## src/pps_pkg.sv

```systemverilog
package pps_pkg;

    // operation codes carried by the func field
    localparam logic FUNC_LOAD = 1'b0;
    localparam logic FUNC_TICK = 1'b1;

    // controller to datapath
    typedef struct packed {
        logic load_we;     // write the offered load word into its slot
        logic clear_best;  // start of a tick: forget the previous winner
        logic rd_en;       // read the next slot during the scan
        logic commit;      // apply the tick and present the result
    } t_pps_cmd;

    // datapath to controller
    typedef struct packed {
        logic last_addr;   // the slot being read is the final one
        logic out_free;    // result register can take a new word
    } t_pps_sts;

endpackage

```

## src/pps_ctrl.sv

```systemverilog
module pps_ctrl (
    input  logic              i_clk,
    input  logic              i_rst_n,
    input  logic              i_in_valid,
    input  logic              i_func,
    output logic              o_in_ready,
    input  pps_pkg::t_pps_sts i_sts,
    output pps_pkg::t_pps_cmd o_cmd
);
    import pps_pkg::*;

    typedef enum logic [3:0] {
        S_IDLE   = 4'b0001,
        S_SCAN   = 4'b0010,
        S_DRAIN  = 4'b0100,
        S_UPDATE = 4'b1000
    } t_state;

    t_state r_state;
    t_state n_state;
    logic   w_accept;

    assign o_in_ready = (r_state == S_IDLE);
    assign w_accept   = i_in_valid && o_in_ready;

    always_comb begin
        n_state = r_state;
        o_cmd   = '0;
        case (r_state)
            S_IDLE: begin
                if (w_accept && (i_func == FUNC_LOAD)) begin
                    o_cmd.load_we = 1'b1;
                end
                if (w_accept && (i_func == FUNC_TICK)) begin
                    o_cmd.clear_best = 1'b1;
                    n_state          = S_SCAN;
                end
            end
            S_SCAN: begin
                o_cmd.rd_en = 1'b1;
                if (i_sts.last_addr) begin
                    n_state = S_DRAIN;
                end
            end
            S_DRAIN: begin
                // last slot's word is judged this cycle
                n_state = S_UPDATE;
            end
            S_UPDATE: begin
                if (i_sts.out_free) begin
                    o_cmd.commit = 1'b1;
                    n_state      = S_IDLE;
                end
            end
            default: begin
                n_state = S_IDLE;
            end
        endcase
    end

    always_ff @(posedge i_clk) begin
        if (!i_rst_n) begin
            r_state <= S_IDLE;
        end else begin
            r_state <= n_state;
        end
    end

endmodule

```

## src/pps_datapath.sv

```systemverilog
module pps_datapath #(
    parameter int SLOTS     = 8,
    parameter int TIME_BITS = 16
) (
    input  logic              i_clk,
    input  logic              i_rst_n,
    input  pps_pkg::t_pps_cmd i_cmd,
    output pps_pkg::t_pps_sts o_sts,
    input  logic [2:0]        i_slot,
    input  logic [15:0]       i_arrival,
    input  logic [15:0]       i_burst,
    input  logic [7:0]        i_priority_req,
    output logic              o_out_valid,
    input  logic              i_out_ready,
    output logic [2:0]        o_run_slot,
    output logic              o_idle,
    output logic              o_finished,
    output logic [15:0]       o_time_now,
    output logic              o_all_done
);
    import pps_pkg::*;

    localparam int IW = (SLOTS > 1) ? $clog2(SLOTS) : 1;
    localparam int WW = 16;
    localparam int PW = 8;
    localparam int MW = TIME_BITS + WW + PW;

    // slot table: {arrival, remaining work, priority}
    logic [MW-1:0]        r_mem [SLOTS];
    logic [SLOTS-1:0]     r_busy;
    logic [SLOTS-1:0]     n_busy;

    logic [IW-1:0]        r_addr;
    logic [MW-1:0]        r_rd;
    logic [IW-1:0]        r_rd_idx;
    logic                 r_rd_vld;

    logic                 r_found;
    logic [IW-1:0]        r_best;
    logic [TIME_BITS-1:0] r_best_arr;
    logic [WW-1:0]        r_best_work;
    logic [PW-1:0]        r_best_prio;

    logic [TIME_BITS-1:0] r_time;
    logic [TIME_BITS-1:0] n_time;
    logic                 r_out_valid;

    logic                 w_slot_ok;
    logic [IW-1:0]        w_ld_idx;
    logic [TIME_BITS-1:0] w_rd_arr;
    logic [WW-1:0]        w_rd_work;
    logic [PW-1:0]        w_rd_prio;
    logic                 w_cand;
    logic                 w_better;
    logic                 w_done_now;

    assign w_slot_ok = (32'(i_slot) < SLOTS);
    assign w_ld_idx  = IW'(i_slot);

    assign {w_rd_arr, w_rd_work, w_rd_prio} = r_rd;

    // ready job: work left and already arrived
    assign w_cand   = r_busy[r_rd_idx] && (w_rd_arr <= r_time);
    assign w_better = !r_found || (w_rd_prio > r_best_prio)
                   || ((w_rd_prio == r_best_prio) && (w_rd_arr < r_best_arr));

    assign w_done_now = r_found && (r_best_work == WW'(1));
    assign n_time     = (r_time == '1) ? r_time : r_time + 1'b1;

    assign o_sts.last_addr = (r_addr == IW'(SLOTS - 1));
    assign o_sts.out_free  = !r_out_valid || i_out_ready;
    assign o_out_valid     = r_out_valid;

    always_ff @(posedge i_clk) begin
        if (i_cmd.load_we && w_slot_ok) begin
            r_mem[w_ld_idx] <= {TIME_BITS'(i_arrival), i_burst, i_priority_req};
        end else if (i_cmd.commit && r_found) begin
            r_mem[r_best] <= {r_best_arr, r_best_work - 1'b1, r_best_prio};
        end
        if (i_cmd.rd_en) begin
            r_rd     <= r_mem[r_addr];
            r_rd_idx <= r_addr;
        end
    end

    always_comb begin
        n_busy = r_busy;
        if (i_cmd.load_we && w_slot_ok) begin
            n_busy[w_ld_idx] = (i_burst != '0);
        end
        if (i_cmd.commit && w_done_now) begin
            n_busy[r_best] = 1'b0;
        end
    end

    always_ff @(posedge i_clk) begin
        if (!i_rst_n) begin
            r_busy      <= '0;
            r_time      <= '0;
            r_addr      <= '0;
            r_rd_vld    <= 1'b0;
            r_found     <= 1'b0;
            r_out_valid <= 1'b0;
        end else begin
            r_busy   <= n_busy;
            r_rd_vld <= i_cmd.rd_en;
            if (i_cmd.clear_best) begin
                r_addr  <= '0;
                r_found <= 1'b0;
            end else begin
                if (i_cmd.rd_en) begin
                    r_addr <= r_addr + 1'b1;
                end
                if (r_rd_vld && w_cand && w_better) begin
                    r_found <= 1'b1;
                end
            end
            if (i_cmd.commit) begin
                r_time      <= n_time;
                r_out_valid <= 1'b1;
            end else if (i_out_ready) begin
                r_out_valid <= 1'b0;
            end
        end
    end

    // winner payload
    always_ff @(posedge i_clk) begin
        if (r_rd_vld && w_cand && w_better) begin
            r_best      <= r_rd_idx;
            r_best_arr  <= w_rd_arr;
            r_best_work <= w_rd_work;
            r_best_prio <= w_rd_prio;
        end
    end

    // result word
    always_ff @(posedge i_clk) begin
        if (i_cmd.commit) begin
            o_run_slot <= r_found ? 3'(r_best) : 3'd0;
            o_idle     <= !r_found;
            o_finished <= w_done_now;
            o_time_now <= 16'(n_time);
            o_all_done <= ~|n_busy;
        end
    end

endmodule

```

## src/preemptive_priority_scheduler.sv

```systemverilog
// preemptive priority scheduler over a table of SLOTS job slots. a load word
// (func 0) writes one slot's arrival time, work and priority in the cycle it
// is accepted and gives no result; a slot number not below SLOTS is dropped.
// a tick word (func 1) scans the table one slot per cycle through the single
// read port of the slot memory, keeping the best ready job (highest priority,
// then earliest arrival, then lowest slot), then decrements its work and
// advances time. a tick holds off the input through SLOTS memory reads, a
// state to judge the last word and a state to write back; write-back waits
// as long as an earlier result word is still untaken in the output register,
// so a stalled receiver lengthens the tick. once written back the result is
// held in that register, so new words are taken while it waits. the work-left
// flags live in flip-flops and clear at reset, so no clearing pass is needed
module preemptive_priority_scheduler #(
    parameter int SLOTS     = 8,
    parameter int TIME_BITS = 16
) (
    input  logic        i_clk,
    input  logic        i_rst_n,
    // input channel
    input  logic        i_in_valid,
    output logic        o_in_ready,
    input  logic        i_func,
    input  logic [2:0]  i_slot,
    input  logic [15:0] i_arrival,
    input  logic [15:0] i_burst,
    input  logic [7:0]  i_priority_req,
    // result channel
    output logic        o_out_valid,
    input  logic        i_out_ready,
    output logic [2:0]  o_run_slot,
    output logic        o_idle,
    output logic        o_finished,
    output logic [15:0] o_time_now,
    output logic        o_all_done
);
    import pps_pkg::*;

    t_pps_cmd w_cmd;
    t_pps_sts w_sts;

    // sequencer: accept, scan, judge, write back
    pps_ctrl u_ctrl (
        .i_clk      (i_clk),
        .i_rst_n    (i_rst_n),
        .i_in_valid (i_in_valid),
        .i_func     (i_func),
        .o_in_ready (o_in_ready),
        .i_sts      (w_sts),
        .o_cmd      (w_cmd)
    );

    // slot table, running best, clock and result register
    pps_datapath #(
        .SLOTS     (SLOTS),
        .TIME_BITS (TIME_BITS)
    ) u_dp (
        .i_clk          (i_clk),
        .i_rst_n        (i_rst_n),
        .i_cmd          (w_cmd),
        .o_sts          (w_sts),
        .i_slot         (i_slot),
        .i_arrival      (i_arrival),
        .i_burst        (i_burst),
        .i_priority_req (i_priority_req),
        .o_out_valid    (o_out_valid),
        .i_out_ready    (i_out_ready),
        .o_run_slot     (o_run_slot),
        .o_idle         (o_idle),
        .o_finished     (o_finished),
        .o_time_now     (o_time_now),
        .o_all_done     (o_all_done)
    );

endmodule

```

## config.mk

```make
export PLATFORM = sky130hd
export DESIGN_NAME = preemptive_priority_scheduler
export DESIGN_NICKNAME = d
export VERILOG_FILES = /design/src/pps_pkg.sv /design/src/pps_ctrl.sv /design/src/pps_datapath.sv /design/src/preemptive_priority_scheduler.sv
export SDC_FILE = /design/constraint.sdc
export NUM_CORES = 1
export LEC_CHECK = 0
export BUFFER_PORTS_ARGS = -buffer_cell sky130_fd_sc_hd__buf_2
export CAP_MARGIN = 25
export CORE_MARGIN = 3
export CORE_UTILIZATION = 30
export CTS_BUF_LIST = sky130_fd_sc_hd__clkbuf_4
export CTS_CLUSTER_DIAMETER = 120
export DETAILED_ROUTE_END_ITERATION = 8
export PLACE_DENSITY = 0.56
export SYNTH_ARGS = -nofsm -noshare
export SYNTH_HDL_FRONTEND = slang
export SYNTH_SLANG_ARGS = --single-unit
```

## constraint.sdc

```tcl
create_clock -name i_clk -period 6.15 [get_ports i_clk]
set_input_delay 1.23 -clock i_clk [delete_from_list [all_inputs] [get_ports i_clk]]
set_output_delay 1.23 -clock i_clk [all_outputs]
set_load 0.1 [all_outputs]
```

==> results.json, run 1 <==
{
  "avgSynthCellArea_sq_um": 17.1,
  "cts_buffers": 114,
  "yosys_warnings": 0,
  "clk_pin_slew_worst_paths_ns": 0.06,
  "p_per_area_mw_per_mm2": 286,
  "die_area_sq_mm": 0.0664,
  "drive_gt1_share_pct": 30.5,
  "finalWirelength_um": 42100,
  "finalHoldViolCount": 0,
  "grt-ovfl-total": 0,
  "place_worst_setup_slack_ns": 1.54,
  "finalWorstSetupSlack_ns": 2.32,
  "rows": 91,
  "grt_pass1_wl_um": 64900,
  "syn_area_sq_mm": 0.0190,
  "clock_sinks": 462,
  "setup-tns-final_ns": 0,
  "grt_pass1_vias": 10900,
  "rsz0062_at_grt": "false",
  "crit_path_end_kind": "flop",
  "outcome": "finished, final reports clean",
  "period_needed_ns": 3.83,
  "synth_edf_count": 428,
  "critical_path_required_ns": 6.67,
  "setup_viol": 0,
  "async_reset_ff_share_pct": 0,
  "p_switching_w": 0.00138,
  "arrival_ns": 4.36,
  "yosysTopAreaCellShare_pct": 67.7,
  "synth_nets": 1205,
  "worst-path-max-fanout": 42,
  "clk_latency_ns": 0.85,
  "grtUsageTotal_pct": 12.8,
  "synthFlopType": "edfxtp_1",
  "drc": 0,
  "fmax_mhz": 261,
  "peakVddDrop_mv": 0.140,
  "clock-skew-final_ns": 0.0684,
  "num-nets-final": 1366,
  "maxCapViolCount": 0,
  "criticalPathCategory": "flop to flop",
  "switching_share_pct": 22.1,
  "pin_count": 72,
  "htreeDepth": 3,
  "drv_slew": 0,
  "design.core.area_sq_mm": 0.0622,
  "clockPowerShare_pct": 40.2,
  "ys_ff_latch": 462,
  "io_buffer_count": 71,
  "p_leak_nw": 7.23,
  "die_h_um": 258,
  "timing.final.crit_share_pct": 62.3,
  "grt_max_degree": 63,
  "cts_resized": 0,
  "post_dp_cell_area_sq_mm": 0.0204,
  "ys_seq_area_share_pct": 71.2,
  "syn_inst": 1113,
  "p_int_w": 0.00488,
  "root_buffer": "clkbuf_4",
  "fp.dieW_um": 258,
  "first_iter_violations": 580,
  "cts_setup_buffers": 0,
  "relSlewSlack_pct": 32.5,
  "synth_area_leader_cell": "edfxtp_1",
  "viasPerCell": 4.74,
  "ant_nets": 0,
  "pwr-share-seq_pct": 55.9,
  "synth_cell_types": 54,
  "area_growth_pct": 15.2,
  "dr_total_vias": 10400,
  "initial_utilization_pct": 30.6,
  "yosysMostFrequentCell": "edfxtp_1",
  "synth_area_leaders": "edfxtp_1, mux4_2, dfxtp_1",
  "wl_per_cell_um": 19.2,
  "antenna_found_initial": 2,
  "dr.pass1.iters": 5,
  "gp_congestion": 0.784,
  "final_area_sq_mm": 0.0219,
  "hold_buffers": 0,
  "cp-start-kind": "flop",
  "hpwl_um": 25400,
  "worst_slew_pin_slew_ns": 1.00,
  "hp-class": "flop to flop",
  "cts_tree": "built",
  "clock_path_buffers": 3,
  "synth_commonest_cells": "edfxtp_1, mux4_2, nand2_1",
  "combinationalPowerShare_pct": 3.9
}
## critical path: stages, from the launching register on
cell and delay, ns:
dfxtp_1 0.48, nor4b_1 0.36, nand2_1 0.10, buf_4 0.21, inv_1 0.13, nand2_4 0.26, mux2i_1 0.69, and2_2 0.88
buf_4 0.39
## flip-flops by register name, indices dropped and copies added, names as in the netlist, 3 cells and up
| name | flops |
|---|---|
| u_dp.o_run_slot | 3 |
| u_dp.r_rd_idx | 3 |
| u_dp.r_busy | 8 |
| u_dp.r_best_arr | 16 |
| u_dp.r_time | 16 |
| u_ctrl.r_state | 4 |
| u_dp.r_best_work | 16 |
| u_dp.r_best_prio | 8 |
| u_dp.r_rd | 40 |
| u_dp.r_mem | 320 |
| u_dp.r_addr | 3 |
| u_dp.r_best | 3 |
| u_dp.o_time_now | 16 |
## power groups by stage
stage	Combinational [W]	Sequential (W)	Clock (W)
after global routing	0.000268	0.00350	0.00279
final	0.000242	0.00350	0.00252
after CTS	0.000246	0.00350	0.00261
after detailed placement	0.000245	0.00357	0
after floorplan	0.000169	0.00356	0
after global placement	0.000241	0.00357	0
## layer usage
layer  track usage [%]  part of all wire [%]  vias to the layer above  wire [um]
met2              19.9                    46                      254      19500
li1                  -                     -                     4750          -
met5                 0                     0                        -          0
met4              4.02                   1.8                        0        775
met3              3.14                   4.9                       63       2070
met1              17.7                    47                     5301      19700
## cells in the final DEF, fill, tap and decap left out, drive strengths merged, types with 2 or more instances in the layout
cell    synthesis  layout
dfxtp          34      34
a21boi          3       3
nand2          72      72
clkinv          0      24
bufinv          0       3
a22oi           2       2
buf            12      91
and2           10      10
mux2           44      44
edfxtp        428     428
clkbuf         35     160
o211ai          5       5
a21oi          20      20
a31oi          11      11
a21o            9       9
xnor2          28      28
nor2b           5       5
o22ai           2       2
a41oi           2       2
and3            3       3
nor3           14      14
nor2           54      54
o21ai          55      55
nand4          17      17
inv            50      55
mux2i          11      11
nor4           14      14
ha             44      44
a211oi          3       3
nand3          13      13
xor2            4       4
or4b            2       2
nand2b          7       7
diode           0       2
mux4           82      82
or4             2       2
nor4b           2       2
## final cells by class
class | instances | area, sq um
Antenna cell | 2 | 5.00
Clock inverter | 32 | 221
Inverter | 50 | 188
Clock buffer | 159 | 1190
Tap cell | 837 | 1050
Timing Repair Buffer | 92 | 526
Sequential cell | 462 | 13500
Multi-Input combinational cell | 554 | 5170
Fill cell | 6027 | 40300
## through the flow
| step | util, % | hold slack [ns] | total power [W] | cells |
|---|---|---|---|---|
| after floorplan | - | 0.400 | 0.00372 | 1113 |
| after global placement | 32.9 | 0.402 | 0.00381 | 1993 |
| after detailed placement | 32.9 | 0.405 | 0.00381 | 1993 |
| after CTS | 35.2 | 0.416 | 0.00635 | 2184 |
| after global routing | 35.2 | 0.428 | 0.00656 | 2188 |
| final | 35.2 | 0.421 | 0.00626 | 2188 |
## final timing paths
path / cells past startpoint / slack, ns / startpoint / endpoint
min reg2reg: 0 / 0.42 / u_dp.r_rd[11] / u_dp.r_best_work[3]
max: 8 / 2.32 / u_ctrl.r_state[3] / u_dp.r_mem[1][28]
max reg2reg: 8 / 2.32 / u_ctrl.r_state[3] / u_dp.r_mem[1][28]
min: 0 / 0.42 / u_dp.r_rd[11] / u_dp.r_best_work[3]
## cell families after synthesis
logic type      synth area share [%]
flops                           71.2
compound gates                  3.72
buf+inv                         1.98
simple gates                    5.78
fa+ha+maj                       2.90
mux                             12.9
xor+xnor                        1.48
(Power assumes the default switching activity.)
==> run 2, diff against run 1 <==
--- a/config.mk
+++ b/config.mk
@@ -12,7 +12,7 @@
 export CTS_BUF_LIST = sky130_fd_sc_hd__clkbuf_4
 export CTS_CLUSTER_DIAMETER = 120
 export DETAILED_ROUTE_END_ITERATION = 8
-export PLACE_DENSITY = 0.56
+export PLACE_DENSITY = 0.57
 export SYNTH_ARGS = -nofsm -noshare
 export SYNTH_HDL_FRONTEND = slang
 export SYNTH_SLANG_ARGS = --single-unit
==> constraint.sdc (replaced) <==
create_clock -name i_clk -period 3.24 [get_ports i_clk]
set_input_delay 0.648 -clock i_clk [delete_from_list [all_inputs] [get_ports i_clk]]
set_output_delay 0.648 -clock i_clk [all_outputs]
set_load 0.1 [all_outputs]
==> run 2 against run 1 <==
Against the previous run:
- via count is 2.6% higher
- register-to-register slack got worse by 2.1 ns
- total power up 91%
- sequential cell count unchanged
- cell area grew 1.2%
- clock power grew 91%
- hold slack lost 0.23 ns
- core utilization is 0.43 points higher
- count of clock-buffer cells in the layout increased by 1
- first-iteration DRC count up 35%
- critical endpoint is now o_in_ready
- largest cell class unchanged
==> results.json, run 2 (synthesized netlist as in run 1, its figures left out) <==
{
  "clock_path_buffers": 3,
  "final_cell_mix": "edfxtp_1, clkbuf_4, mux4_2, nand2_1, buf_2",
  "drive_gt1_share_pct": 30.7,
  "criticalPathCategory": "flop to output port",
  "holdPathStages": 3,
  "root_buffer": "clkbuf_4",
  "viasPerCell": 4.79,
  "clock_sinks": 462,
  "cts_setup_buffers": 0,
  "rows": 91,
  "period_needed_ns": 3.05,
  "critical_path_required_ns": 2.59,
  "htreeDepth": 3,
  "setup_viol": 0,
  "rr_endpoint": "u_dp.r_mem[0][18]",
  "cts_resized": 0,
  "pwr-share-seq_pct": 55.6,
  "initial_utilization_pct": 30.6,
  "cts_tree": "built",
  "pin_count": 72,
  "grt_pass1_vias": 11000,
  "holdPathEnd": "u_dp.o_out_valid",
  "r2r_start": "u_ctrl.r_state[3]",
  "timing.final.crit_share_pct": 94.2,
  "clk_latency_ns": 0.85,
  "clk_pin_slew_worst_paths_ns": 0.07,
  "die_h_um": 258,
  "finalHoldViolCount": 0,
  "top_register": "u_dp.r_mem",
  "postLayoutCoreUtil_pct": 35.6,
  "cp-start-kind": "flop",
  "switching_share_pct": 22.6,
  "r2r_cells": 6,
  "outcome": "finished, final reports clean",
  "largest_reg_flops": 320,
  "die_area_sq_mm": 0.0664,
  "p_leak_nw": 7.30,
  "setup-tns-final_ns": 0,
  "maxCapViolCount": 0,
  "p_switching_w": 0.00270,
  "critPathTopFamily": "simple AND/OR/NAND/NOR gates",
  "drv_slew": 0,
  "crit_buf_inv": 2,
  "dr.pass1.iters": 6,
  "antenna_found_initial": 2,
  "slowest_stage": "or4b_1",
  "p_int_w": 0.00924,
  "crit_path_end_kind": "output port",
  "grtUsageTotal_pct": 12.8,
  "cp_cell_sequence": "or4b_1 -> inv_1 -> buf_4",
  "hpwl_um": 24900,
  "num-nets-final": 1376,
  "first_iter_violations": 785,
  "worst-path-max-fanout": 7,
  "wl_per_cell_um": 19.3,
  "finalWirelength_um": 42700,
  "layout_commonest_cell": "edfxtp_1",
  "rsz0062_at_grt": "false",
  "fp.dieW_um": 258,
  "peakVddDrop_mv": 0.233,
  "hold_buffers": 0,
  "p_per_area_mw_per_mm2": 539,
  "ant_nets": 0,
  "io_buffer_count": 71,
  "cts_buffers": 115,
  "dr_total_vias": 10600,
  "hp-class": "input pin to flop",
  "r2r_setup_slack_ns": 0.25,
  "clockPowerShare_pct": 40.3,
  "area_growth_pct": 16.6,
  "cp_slowest_stage_delay_ns": 0.59,
  "combinationalPowerShare_pct": 4.0,
  "relSlewSlack_pct": 38.6,
  "design.core.area_sq_mm": 0.0622,
  "grt_pass1_wl_um": 64800,
  "worst_slew_pin_slew_ns": 0.912,
  "grt_max_degree": 84,
  "reg_top3": "u_dp.r_mem: 320 flops, u_dp.r_rd: 40 flops",
  "fmax_mhz": 328,
  "min-delay-start": "i_out_ready",
  "arrival_ns": 2.40,
  "clock-skew-final_ns": 0.0660,
  "gp_congestion": 0.844,
  "whs_ns": 0.188,
  "grt-ovfl-total": 0,
  "drc": 0
}
-- run 2: changes by cell type in the layout (fill, tap and decap cells not counted), sizes merged --
| cell | change |
|---|---|
| clkinv | +21 |
| buf | +9 |
| bufinv | -1 |
| clkbuf | +1 |
| clkinvlp | +1 |
| diode | +1 |
| inv | -1 |
-- run 2: cell type report --
cell class / count / area (sq um)
Fill cell: 5962 / 40000
Sequential cell: 462 / 13500
Multi-Input combinational cell: 554 / 5160
Clock buffer: 160 / 1200
Tap cell: 837 / 1050
Timing Repair Buffer: 101 / 733
Clock inverter: 52 / 270
Inverter: 50 / 191
Antenna cell: 3 / 7.51
-- run 2: metal layers --
layer | global-route usage [%] | vias up | share of wire (%)
li1 | - | 4776 | -
met1 | 18.3 | 5461 | 46
met2 | 19.4 | 330 | 46
met3 | 2.91 | 67 | 6.0
met4 | 4.06 | 0 | 1.9
met5 | 0 | - | 0
-- run 2: worst max path at each step --
stage / cells after the start / endpoint / startpoint
2_1_floorplan: 6 / u_dp.r_mem[0][0] / i_out_ready
3_3_place_gp: 6 / u_dp.r_mem[0][21] / u_ctrl.r_state[3]
3_5_place_dp: 6 / u_dp.r_mem[0][15] / u_ctrl.r_state[3]
4_1_cts: 3 / o_in_ready / u_ctrl.r_state[0]
5_1_grt: 3 / o_in_ready / u_ctrl.r_state[0]
6_report: 3 / o_in_ready / u_ctrl.r_state[0]
-- run 2: metrics by stage --
stage	instances	total power, W	worst slack, ns	instance area [sq um]
after floorplan	1113	0.00707	-0.359	19000
after global placement	2003	0.00724	0.400	20700
after detailed placement	2003	0.00726	0.317	20700
after CTS	2215	0.0121	0.000592	22100
after global routing	2219	0.0125	0.0254	22200
final	2219	0.0119	0.189	22200
-- run 2: power by group through the flow --
stage	Combinational, W	Clock [W]	Sequential (W)
after floorplan	0.000325	0	0.00675
after global placement	0.000480	0	0.00676
after detailed placement	0.000487	0	0.00677
after CTS	0.000489	0.00498	0.00664
after global routing	0.000532	0.00530	0.00664
final	0.000482	0.00482	0.00664
-- run 2: worst register-to-register path: stages, from the launching register on --
cell      delay, ns
dfxtp_1        0.47
or4b_2         0.66
o41ai_1        0.54
nand2_1        0.18
a21boi_0       0.25
nor2_4         0.28
buf_12         0.28
